$ cat config.mk
export PLATFORM = sky130hd
export DESIGN_NAME = pulse_speed_odometer
export DESIGN_NICKNAME = d
export VERILOG_FILES = /design/src/hdl/pso_pkg.sv /design/src/hdl/pso_div.sv /design/src/hdl/pulse_speed_odometer.sv
export VERILOG_INCLUDE_DIRS = /design/src /design/src/hdl
export SDC_FILE = /design/constraint.sdc
export NUM_CORES = 1
export LEC_CHECK = 0
export ABC_AREA = 0
export ABC_CLOCK_PERIOD_IN_PS = 10490
export BUFFER_PORTS_ARGS = -buffer_cell sky130_fd_sc_hd__buf_4
export CAP_MARGIN = 10
export CORE_UTILIZATION = 45
export CTS_CLUSTER_DIAMETER = 60
export DETAILED_ROUTE_END_ITERATION = 8
export PLACE_DENSITY = 0.69
export SYNTH_ARGS = -nofsm -noshare
export SYNTH_HDL_FRONTEND = slang
export SYNTH_HIERARCHICAL = 1
export SYNTH_SLANG_ARGS = --single-unit
$ cat constraint.sdc
create_clock -name aclk -period 10.49 [get_ports aclk]
set_input_delay 2.098 -clock aclk [delete_from_list [all_inputs] [get_ports aclk]]
set_output_delay 2.098 -clock aclk [all_outputs]
set_load 0.005 [all_outputs]
$ cat src/hdl/pulse_speed_odometer_defines.svh
// Assertion macros for the pulse speed odometer.
// Included by the top level; it depends on nothing else.
`ifndef PULSE_SPEED_ODOMETER_DEFINES_SVH
`define PULSE_SPEED_ODOMETER_DEFINES_SVH

// A condition that must hold at every clock edge outside reset.
`define PSO_ASSERT_ALWAYS(lbl, clk, rstn, expr) \
    lbl: assert property (@(posedge clk) disable iff (!rstn) (expr)) \
        else $error("pulse_speed_odometer: invariant violated");

// A condition that must hold in the cycle after a trigger.
`define PSO_ASSERT_NEXT(lbl, clk, rstn, ante, cons) \
    lbl: assert property (@(posedge clk) disable iff (!rstn) (ante) |=> (cons)) \
        else $error("pulse_speed_odometer: sequence violated");

`endif

$ cat src/hdl/pso_pkg.sv
// Shared constants for the pulse speed odometer.
// No dependencies; used by the top level.
package pso_pkg;

    localparam int TS_W       = 21;
    localparam int SPD_W      = 11;
    localparam int ODO_W      = 48;
    localparam int CNT_W      = 32;
    localparam int PPK_W      = 16;
    localparam int DEN_W      = 21;
    localparam int HOUR_W     = 32;
    localparam int RAW_NUM_W  = 36;
    localparam int KM_BITS    = 10;

    localparam logic [HOUR_W-1:0] US_PER_HOUR    = 32'd3600000000;
    localparam logic [PPK_W-1:0]  PPK_RESET      = 16'd1000;
    localparam logic [PPK_W-1:0]  METERS_PER_KM  = 16'd1000;
    localparam logic [SPD_W-1:0]  SPEED_LIMIT    = 11'd1500;
    localparam logic [SPD_W-1:0]  FOLLOW_BAND    = 11'd50;
    localparam logic [SPD_W-1:0]  SLEW_STEP      = 11'd20;

endpackage

$ cat src/hdl/pso_div.sv
// Bit-serial restoring divider, one quotient bit per clock.
// The numerator arrives left-aligned; no package dependencies.
module pso_div #(
    parameter int NUM_W = 36,
    parameter int DEN_W = 21
) (
    input  logic                       aclk,
    input  logic                       aresetn,
    input  logic                       start,
    input  logic [$clog2(NUM_W+1)-1:0] len,
    input  logic [NUM_W-1:0]           num,
    input  logic [DEN_W-1:0]           den,
    output logic                       done,
    output logic [NUM_W-1:0]           quot
);
    localparam int CW = $clog2(NUM_W + 1);

    logic [DEN_W-1:0] rem_reg;
    logic [DEN_W-1:0] den_reg;
    logic [NUM_W-1:0] quo_reg;
    logic [CW-1:0]    cnt_reg;
    logic             done_reg;

    logic [DEN_W:0]   shifted;
    logic [DEN_W:0]   diff;
    logic             fits;

    always_comb begin
        shifted = {rem_reg, quo_reg[NUM_W-1]};
        diff    = shifted - {1'b0, den_reg};
        fits    = shifted >= {1'b0, den_reg};
    end

    // The partial remainder stays below the divisor, so it fits DEN_W bits.
    always_ff @(posedge aclk) begin
        if (!aresetn) begin
            cnt_reg  <= '0;
            done_reg <= 1'b0;
            rem_reg  <= '0;
            den_reg  <= '0;
            quo_reg  <= '0;
        end else begin
            done_reg <= 1'b0;
            if (start) begin
                rem_reg <= '0;
                den_reg <= den;
                quo_reg <= num;
                cnt_reg <= len;
            end else if (cnt_reg != '0) begin
                rem_reg  <= fits ? diff[DEN_W-1:0] : shifted[DEN_W-1:0];
                quo_reg  <= {quo_reg[NUM_W-2:0], fits};
                cnt_reg  <= cnt_reg - CW'(1);
                done_reg <= (cnt_reg == CW'(1));
            end
        end
    end

    assign done = done_reg;
    assign quot = quo_reg;

endmodule

$ cat src/hdl/pulse_speed_odometer.sv
// Each request runs the odometer division, then the hour and raw-speed divisions, then the slew step;
// a zero ratio or a zero average skips divisions.
// All three divisions share one divider.
// A new request is taken once the previous result sits in the output register.
// Reset (synchronous, aresetn low): all state cleared, pulses_per_km set to 1000.
`include "pulse_speed_odometer_defines.svh"

module pulse_speed_odometer #(
    parameter int TIMER_PERIOD_MS = 2048,
    parameter int ODO_FRAC_BITS   = 16
) (
    input  logic                         aclk,
    input  logic                         aresetn,
    input  logic                         s_valid,
    output logic                         s_ready,
    input  logic [pso_pkg::TS_W-1:0]     s_timestamp_us,
    output logic                         m_valid,
    input  logic                         m_ready,
    output logic [pso_pkg::SPD_W-1:0]    m_speed_tenths_kmh,
    output logic                         m_over_limit,
    output logic [pso_pkg::TS_W-1:0]     m_average_interval_us,
    output logic [pso_pkg::ODO_W-1:0]    m_odometer_q16_m,
    output logic [pso_pkg::CNT_W-1:0]    m_pulse_count,
    input  logic                         cfg_valid,
    output logic                         cfg_ready,
    input  logic [pso_pkg::PPK_W-1:0]    cfg_pulses_per_km
);
    localparam int PERIOD_US = TIMER_PERIOD_MS * 1000;
    localparam int IW        = $clog2(PERIOD_US + 2**pso_pkg::TS_W) + 1;
    localparam int ODO_NUM_W = ODO_FRAC_BITS + pso_pkg::KM_BITS;
    localparam int NUM_W     = (ODO_NUM_W > pso_pkg::RAW_NUM_W) ? ODO_NUM_W
                                                                : pso_pkg::RAW_NUM_W;
    localparam int CW        = $clog2(NUM_W + 1);
    localparam logic [NUM_W-1:0] ODO_NUM  =
        NUM_W'(pso_pkg::METERS_PER_KM) << (NUM_W - pso_pkg::KM_BITS);
    localparam logic [NUM_W-1:0] HOUR_NUM =
        NUM_W'(pso_pkg::US_PER_HOUR) << (NUM_W - pso_pkg::HOUR_W);

    typedef enum logic [2:0] {
        ST_IDLE,
        ST_ODO_WAIT,
        ST_HOUR,
        ST_HOUR_WAIT,
        ST_RAW_WAIT,
        ST_SLEW
    } state_t;

    state_t                      state_reg;
    logic [pso_pkg::PPK_W-1:0]   ppk_reg;
    logic [pso_pkg::TS_W-1:0]    last_reg;
    logic [pso_pkg::TS_W-1:0]    avg_reg;
    logic [pso_pkg::SPD_W-1:0]   filt_reg;
    logic [pso_pkg::ODO_W-1:0]   odo_reg;
    logic [pso_pkg::CNT_W-1:0]   cnt_reg;
    logic [pso_pkg::SPD_W-1:0]   raw_reg;
    logic                        raw_over_reg;
    logic                        m_valid_reg;
    logic [pso_pkg::SPD_W-1:0]   m_speed_reg;
    logic                        m_over_reg;
    logic [pso_pkg::TS_W-1:0]    m_avg_reg;
    logic [pso_pkg::ODO_W-1:0]   m_odo_reg;
    logic [pso_pkg::CNT_W-1:0]   m_cnt_reg;

    logic                        accept;
    logic [IW-1:0]               interval;
    logic [IW:0]                 avg_sum;
    logic [pso_pkg::TS_W-1:0]    avg_next;
    logic [pso_pkg::CNT_W-1:0]   cnt_next;
    logic [pso_pkg::RAW_NUM_W-1:0] per_hour_x10;
    logic [pso_pkg::SPD_W-1:0]   spd_next;
    logic [pso_pkg::SPD_W-1:0]   gap;
    logic                        div_waiting;

    logic                        div_start;
    logic [CW-1:0]               div_len;
    logic [NUM_W-1:0]            div_num;
    logic [pso_pkg::DEN_W-1:0]   div_den;
    logic                        div_done;
    logic [NUM_W-1:0]            div_quot;

    assign s_ready   = (state_reg == ST_IDLE);
    assign accept    = s_valid && s_ready;
    assign cfg_ready = 1'b1;
    assign cnt_next  = cnt_reg + pso_pkg::CNT_W'(1);
    assign div_waiting = (state_reg == ST_ODO_WAIT) || (state_reg == ST_HOUR_WAIT) ||
                         (state_reg == ST_RAW_WAIT);

    always_comb begin
        if (s_timestamp_us >= last_reg) begin
            interval = IW'(s_timestamp_us) - IW'(last_reg);
        end else begin
            interval = IW'(PERIOD_US) + IW'(s_timestamp_us) - IW'(last_reg);
        end
        avg_sum  = (IW+1)'(avg_reg) + (IW+1)'(interval);
        avg_next = avg_sum[pso_pkg::TS_W:1];
        per_hour_x10 = (pso_pkg::RAW_NUM_W'(div_quot[pso_pkg::HOUR_W-1:0]) << 3)
                     + (pso_pkg::RAW_NUM_W'(div_quot[pso_pkg::HOUR_W-1:0]) << 1);
    end

    // Speed filter: zero when over the limit, follow the raw speed inside the band, otherwise slew toward it.
    always_comb begin
        gap = (filt_reg >= raw_reg) ? (filt_reg - raw_reg) : (raw_reg - filt_reg);
        if (raw_over_reg) begin
            spd_next = '0;
        end else if (gap < pso_pkg::FOLLOW_BAND) begin
            spd_next = raw_reg;
        end else if (filt_reg >= raw_reg) begin
            spd_next = filt_reg - pso_pkg::SLEW_STEP;
        end else begin
            spd_next = filt_reg + pso_pkg::SLEW_STEP;
        end
    end

    always_comb begin
        div_start = 1'b0;
        div_len   = CW'(ODO_NUM_W);
        div_num   = ODO_NUM;
        div_den   = pso_pkg::DEN_W'(ppk_reg);
        case (state_reg)
            ST_IDLE: begin
                div_start = accept && (ppk_reg != '0);
            end
            ST_HOUR: begin
                div_start = (ppk_reg != '0) && (avg_reg != '0);
                div_len   = CW'(pso_pkg::HOUR_W);
                div_num   = HOUR_NUM;
                div_den   = avg_reg;
            end
            ST_HOUR_WAIT: begin
                div_start = div_done;
                div_len   = CW'(pso_pkg::RAW_NUM_W);
                div_num   = NUM_W'(per_hour_x10) << (NUM_W - pso_pkg::RAW_NUM_W);
            end
            default: begin
                div_start = 1'b0;
            end
        endcase
    end

    pso_div #(
        .NUM_W (NUM_W),
        .DEN_W (pso_pkg::DEN_W)
    ) u_div (
        .aclk    (aclk),
        .aresetn (aresetn),
        .start   (div_start),
        .len     (div_len),
        .num     (div_num),
        .den     (div_den),
        .done    (div_done),
        .quot    (div_quot)
    );

    always_ff @(posedge aclk) begin
        if (!aresetn) begin
            state_reg    <= ST_IDLE;
            ppk_reg      <= pso_pkg::PPK_RESET;
            last_reg     <= '0;
            avg_reg      <= '0;
            filt_reg     <= '0;
            odo_reg      <= '0;
            cnt_reg      <= '0;
            raw_reg      <= '0;
            raw_over_reg <= 1'b0;
            m_valid_reg  <= 1'b0;
            m_speed_reg  <= '0;
            m_over_reg   <= 1'b0;
            m_avg_reg    <= '0;
            m_odo_reg    <= '0;
            m_cnt_reg    <= '0;
        end else begin
            if (cfg_valid) begin
                ppk_reg <= cfg_pulses_per_km;
            end
            // In the slew state the output register is refilled below instead.
            if (m_valid_reg && m_ready && (state_reg != ST_SLEW)) begin
                m_valid_reg <= 1'b0;
            end
            case (state_reg)
                ST_IDLE: begin
                    if (accept) begin
                        last_reg  <= s_timestamp_us;
                        avg_reg   <= avg_next;
                        cnt_reg   <= cnt_next;
                        state_reg <= (ppk_reg != '0) ? ST_ODO_WAIT : ST_HOUR;
                    end
                end
                ST_ODO_WAIT: begin
                    if (div_done) begin
                        odo_reg   <= odo_reg + pso_pkg::ODO_W'(div_quot[ODO_NUM_W-1:0]);
                        state_reg <= ST_HOUR;
                    end
                end
                ST_HOUR: begin
                    if ((ppk_reg != '0) && (avg_reg != '0)) begin
                        state_reg <= ST_HOUR_WAIT;
                    end else begin
                        raw_reg      <= '0;
                        raw_over_reg <= 1'b0;
                        state_reg    <= ST_SLEW;
                    end
                end
                ST_HOUR_WAIT: begin
                    if (div_done) begin
                        state_reg <= ST_RAW_WAIT;
                    end
                end
                ST_RAW_WAIT: begin
                    if (div_done) begin
                        raw_reg      <= div_quot[pso_pkg::SPD_W-1:0];
                        raw_over_reg <= (div_quot >= NUM_W'(pso_pkg::SPEED_LIMIT));
                        state_reg    <= ST_SLEW;
                    end
                end
                ST_SLEW: begin
                    if (!m_valid_reg || m_ready) begin
                        filt_reg    <= spd_next;
                        m_valid_reg <= 1'b1;
                        m_speed_reg <= spd_next;
                        m_over_reg  <= raw_over_reg;
                        m_avg_reg   <= avg_reg;
                        m_odo_reg   <= odo_reg;
                        m_cnt_reg   <= cnt_reg;
                        state_reg   <= ST_IDLE;
                    end
                end
                default: begin
                    state_reg <= ST_IDLE;
                end
            endcase
        end
    end

    assign m_valid               = m_valid_reg;
    assign m_speed_tenths_kmh    = m_speed_reg;
    assign m_over_limit          = m_over_reg;
    assign m_average_interval_us = m_avg_reg;
    assign m_odometer_q16_m      = m_odo_reg;
    assign m_pulse_count         = m_cnt_reg;

    `PSO_ASSERT_ALWAYS(a_speed_range, aclk, aresetn, m_speed_reg < pso_pkg::SPEED_LIMIT)
    `PSO_ASSERT_ALWAYS(a_over_forces_zero, aclk, aresetn, !m_over_reg || (m_speed_reg == '0))
    `PSO_ASSERT_ALWAYS(a_done_when_waiting, aclk, aresetn, !div_done || div_waiting)
    `PSO_ASSERT_NEXT(a_count_step, aclk, aresetn, accept, cnt_reg == $past(cnt_next))

endmodule
# Yosys cells after proc, flatten, opt, wreduce, memory -nomap -nowiden
# Cells that the tools add are included.
[word_totals]
output_inout_bits = 116
inputBits = 42
reg_bits = 352
ramBits = 0
mem_count = 0
latch_bits = 0
mem_bits_ro = 0
[op_classes]
shifts = 0
reduce_logical = 20
div = 0
eq_ne = 13
multipliers = 0
add_sub_neg = 13
bitwise = 2
order_cmp = 5
mux = 31
[ops]
columns = ["operator", "count"]
rows = [
  ["2-to-1 mux 36 bit", 2],
  ["case mux 36 bit (2 select lines)", 1],
  ["2-to-1 mux 11 bit", 6],
  ["adder 48 x 26 -> 48 bit", 1],
  ["2-to-1 mux 21 bit", 2],
  ["adder 35 x 33 -> 36 bit", 1],
  ["greater-or-equal comparator 36 x 11 -> 1 bit, second input constant", 1],
  ["adder 32 x 1 -> 32 bit, second input constant", 1],
  ["adder 21 x 21 -> 22 bit, first input constant", 1],
  ["adder 21 x 22 -> 22 bit", 1],
  ["greater-or-equal comparator 22 x 21 -> 1 bit", 1],
  ["2-to-1 mux 22 bit", 1],
  ["case mux 11 bit (2 select lines)", 1],
  ["subtractor 11 bit", 2],
  ["subtractor 21 x 21 -> 22 bit", 1],
  ["subtractor 22 x 21 -> 22 bit", 1],
  ["greater-or-equal comparator 21 bit", 1],
  ["nonzero test 21 bit", 1],
  ["subtractor 21 bit", 1],
  ["2-to-1 mux 3 bit", 6],
  ["case mux 3 bit (6 select lines)", 1],
  ["nonzero test 16 bit", 1],
  ["2-to-1 mux 6 bit", 2],
  ["case mux 6 bit (2 select lines)", 1],
  ["28 further kinds", 46],
]

# Longest topological paths before layout
[logic_depth]
depth_word = 5
depth_mapped = 24
ltp_nobuf = 24

# Hierarchy
# Netlist, hierarchy kept.
[modules_own_cells]
columns = ["mod", "area_each_um2", "seq_area_each_um2", "cells_per_inst", "instances"]
rows = [
  ["pulse_speed_odometer", 18433.9, 5345.1, 2375, 1],
  ["pso_div", 4983.5, 1701.6, 634, 1],
]

# Worst setup path after synthesis
# No wires, ideal clock.
[synth_timing]
kind = "input to register"
startpoint = "in s_timestamp_us[4] in the netlist's numbering"
endpoint = "reg avg_reg[13] in the netlist's numbering"
required_ns = 10.411
arrival_ns = 6.363
stages = 21
setup_slack_ns = 4.048
cell_sequence = "ha_1 inv_1 fa_1 a21oi_1 o2111ai_1 o2111ai_1 nand2_1 a21oi_1 clkbuf_1 clkbuf_1 o21ai_0 ha_1 nor2b_1 o21a_1 o21ai_0 a211oi_1 or4b_2 a31o_2 a21oi_1 nand4_1 o211ai_1"
[synth_between]
elab_chain_cells = 4
word_cells_on_any_way = 6
[synth_lines]
columns = ["item", "line_no", "text"]
rows = [
  ["start: declaration", "pulse_speed_odometer.sv:16", "input logic [pso_pkg::TS_W-1:0] s_timestamp_us,"],
  ["adder 21 x 21 -> 22 bit", "pulse_speed_odometer.sv:92", "interval = IW'(PERIOD_US) + IW'(s_timestamp_us) - IW'(last_reg);"],
  ["subtractor 22 x 21 -> 22 bit", "pulse_speed_odometer.sv:92", ""],
  ["2-to-1 mux 22 bit (*)", "pulse_speed_odometer.sv:89", "if (s_timestamp_us >= last_reg) begin"],
  ["adder 21 x 22 -> 22 bit (*)", "pulse_speed_odometer.sv:94", "avg_sum = (IW+1)'(avg_reg) + (IW+1)'(interval);"],
  ["end signal: assignment", "pulse_speed_odometer.sv:183", "avg_reg <= avg_next;"],
  ["end: declaration", "pulse_speed_odometer.sv:51", "logic [pso_pkg::TS_W-1:0] avg_reg;"],
]
# Every way passes the cells marked *; elsewhere a longest branch is shown, timed or not.
# A chain may end at the register's enable or synchronous reset.

# Final worst setup path
[layout_timing]
startpoint = "in s_timestamp_us[1] in the netlist's numbering"
endpoint = "reg avg_reg[20] in the netlist's numbering"
# Same word-level chain as after synthesis.

==> qor.yml <==
setup_viol: 0
synthMuxAreaShare: 0.0330
synth_top_area_cell: "dfxtp_1"
grt_max_degree: 100
seq_power_share: 0.299
p_int_uw: 3320
maxCapViolCount: 0
netlist_top_cells_count: "nand2_1 (516), a21oi_1 (369), dfxtp_1 (352)"
pwr-share-comb: 0.416
io_buffers: 156
grt_pass1_wl_um: 104000
syn_inst: 3009
power.density_nw_per_um2: 205
hold_buffers: 0
yosys.cell_types.count: 99
finalMaxSlewViolations: 0
outcome: "completed"
cts_tree: "done"
sw_frac_of_total: 0.388
avgSynthCellArea_um2: 7.78
groute.usage.overall: 0.236
clkSinkCount: 352
hold_path.class: "flop to flop"
fill_cells: 4907
synth-async-reset-ratio: 0
crit_type: "input port to flop"
finalClockSkew_ps: 10.8
drt_iter0_drc: 1323
fmax_mhz: 148
cp.arrival_ps: 7230
antenna_found_initial: 1
synth_top_area_frac: 0.301
p_switching_uw: 2110
coreArea_um2: 51400
rsz0062_at_grt: "no"
ant_nets: 0
critPathCaptureType: "flop"
pwr-share-clk: 0.285
required_ps: 10980
layout-drive-gt1-share: 0.107
die_w_um: 230
totalWireLength_um: 63900
synth_top_family_by_area: "simple AND/OR/NAND/NOR gates"
synth_compound_area_frac: 0.216
wl_per_cell_um: 16.9
fin_nets: 3316
stdcell_area_um2: 26500
relSlewSlack: 0.303
gp_congestion: 0.880
yosysSeqAreaShare: 0.301
overflow: 0
cts_setup_buffers: 0
synth_area_um2: 23400
ys_ff_latch: 352
h-tree-depth: 2
clock_latency_ps: 570
synthFlopType: "dfxtp_1"
avgViaCountPerCell: 5.66
hold_ws_ps: 452
ios: 158
period_share: 0.643
synth-edff-count: 0
fin_total_pwr_uw: 5440
crit_path_max_fanout: 4
yosys-top-cells-area: "dfxtp_1 (30%), ha_1 (9.4%), nand2_1 (8.3%)"
num_vias: 21400
rows: 83
diodes: 0
synth_warnings: 6
post_cts_resized: 0
dpl-instance-area_um2: 25000
ir_drop_v: 0.000137
worstMarginPinSlew_ps: 1040
synthXorXnorAreaFrac: 0.0539
final_cells: 3788
clk_pin_slew_ps: 60
clock_path_buffers: 3
yosysMostFrequentCell: "nand2_1"
yosys.area_share.simple: 0.231
dpl.hpwl_um: 46200
root_buffer: "clkbuf_16"
start_util: 0.456
die_area_um2: 53000
finalCriticalPeriod_ps: 6740
die_y_um: 230
placed_cells: 3709
p_leak_uw: 0.0108
drt-pass1-iter-count: 5
area_growth_pct: 13.3
grt_pass1_vias: 20700
cts_buffers: 41
startpoint_type: "input port"
finalSetupTns_ps: 0
finalHoldViolCount: 0
drc: 0
synthAdderAreaFrac: 0.114
## worst paths after layout
check                                        from                 to  slack [ps]  cells past startpoint
worst max-delay path            s_timestamp_us[1]        avg_reg[20]        3750                     23
worst min-delay path            m_pulse_count[17]  m_pulse_count[17]         450                      2
worst max register to register        last_reg[1]        avg_reg[20]        5000                     23
worst min register to register  m_pulse_count[17]  m_pulse_count[17]         450                      2
## stage by stage
step                      worst slack, ps   util
after floorplan                      4050      -
after global placement               3390  0.487
after detailed placement             3210  0.487
after CTS                            3800  0.515
after global routing                 3250  0.516
final                                3750  0.516
## cells by family (layout without fill, tap and decap cells)
family	Yosys count	in the layout
AOI/OAI and AO/OA	779	779
adders and majority gates	199	199
DFF	352	352
buffers and inverters	311	409
and+or+nand+nor	1147	1147
xor gates and xnor gates	144	144
other	2	3
muxes	75	75
## placed cells by master, fill, tap and decap left out, types with 13 or more instances in the layout
master	n
a2111oi_0	13
a211oi_1	30
a21o_1	51
a21oi_1	368
a31oi_1	25
and2_1	15
and3_1	33
buf_4	178
clkbuf_16	43
dfxtp_1	352
fa_1	23
ha_1	176
inv_1	152
mux2_2	17
mux2i_1	58
nand2_1	516
nand2b_1	47
nand3_1	69
nand4_1	36
nor2_1	175
nor2b_1	83
nor3_1	59
nor4_1	18
o2111ai_1	13
o211ai_1	17
o21a_1	18
o21ai_0	71
o21bai_1	17
o31ai_1	18
or3_1	29
xnor2_1	90
xor2_1	54
## cell type report
class,count,area [um2],area share
clock buffer,60,1240,0.0468
clock inverter,16,240,0.00906
inverter,153,582,0.0219
multi-input combinational,2347,15200,0.573
sequential,352,7050,0.266
tap,680,851,0.0321
timing repair buffer,180,1360,0.0511
## layer usage
layer	share of wire	track usage	routed length, um	vias up
met1	0.44	0.296	28300	10100
met5	0.00023	0	15	-
met4	0.029	0.0869	1870	2
met3	0.048	0.0293	3040	112
met2	0.48	0.412	30700	553
li1	-	-	-	10700
## power by group through the flow
stage                     Clock (uW)  Sequential [uW]  Combinational, uW
after detailed placement           0             1650               2230
after global placement             0             1650               2170
after CTS                       1580             1630               2250
final                           1550             1630               2260
after global routing            1630             1640               2520
after floorplan                    0             1570               1810
## critical path, cell delays in order
cell and delay [ps]:
buf_4 130, ha_1 320, ha_1 200, inv_1 60, fa_1 400, nor2b_1 190
o221ai_1 230, a2111oi_0 680, nor3_1 170, o21ai_0 320, a21oi_1 120, o21bai_1 160
xnor2_1 80, o21ai_0 210, ha_1 320, a21o_1 190, a31oi_1 290, a2bb2oi_1 210
o31ai_1 110, o31ai_1 300, a21oi_1 130, xor2_1 150, a21oi_1 160
Note: power is estimated with default switching activity, not from simulation.
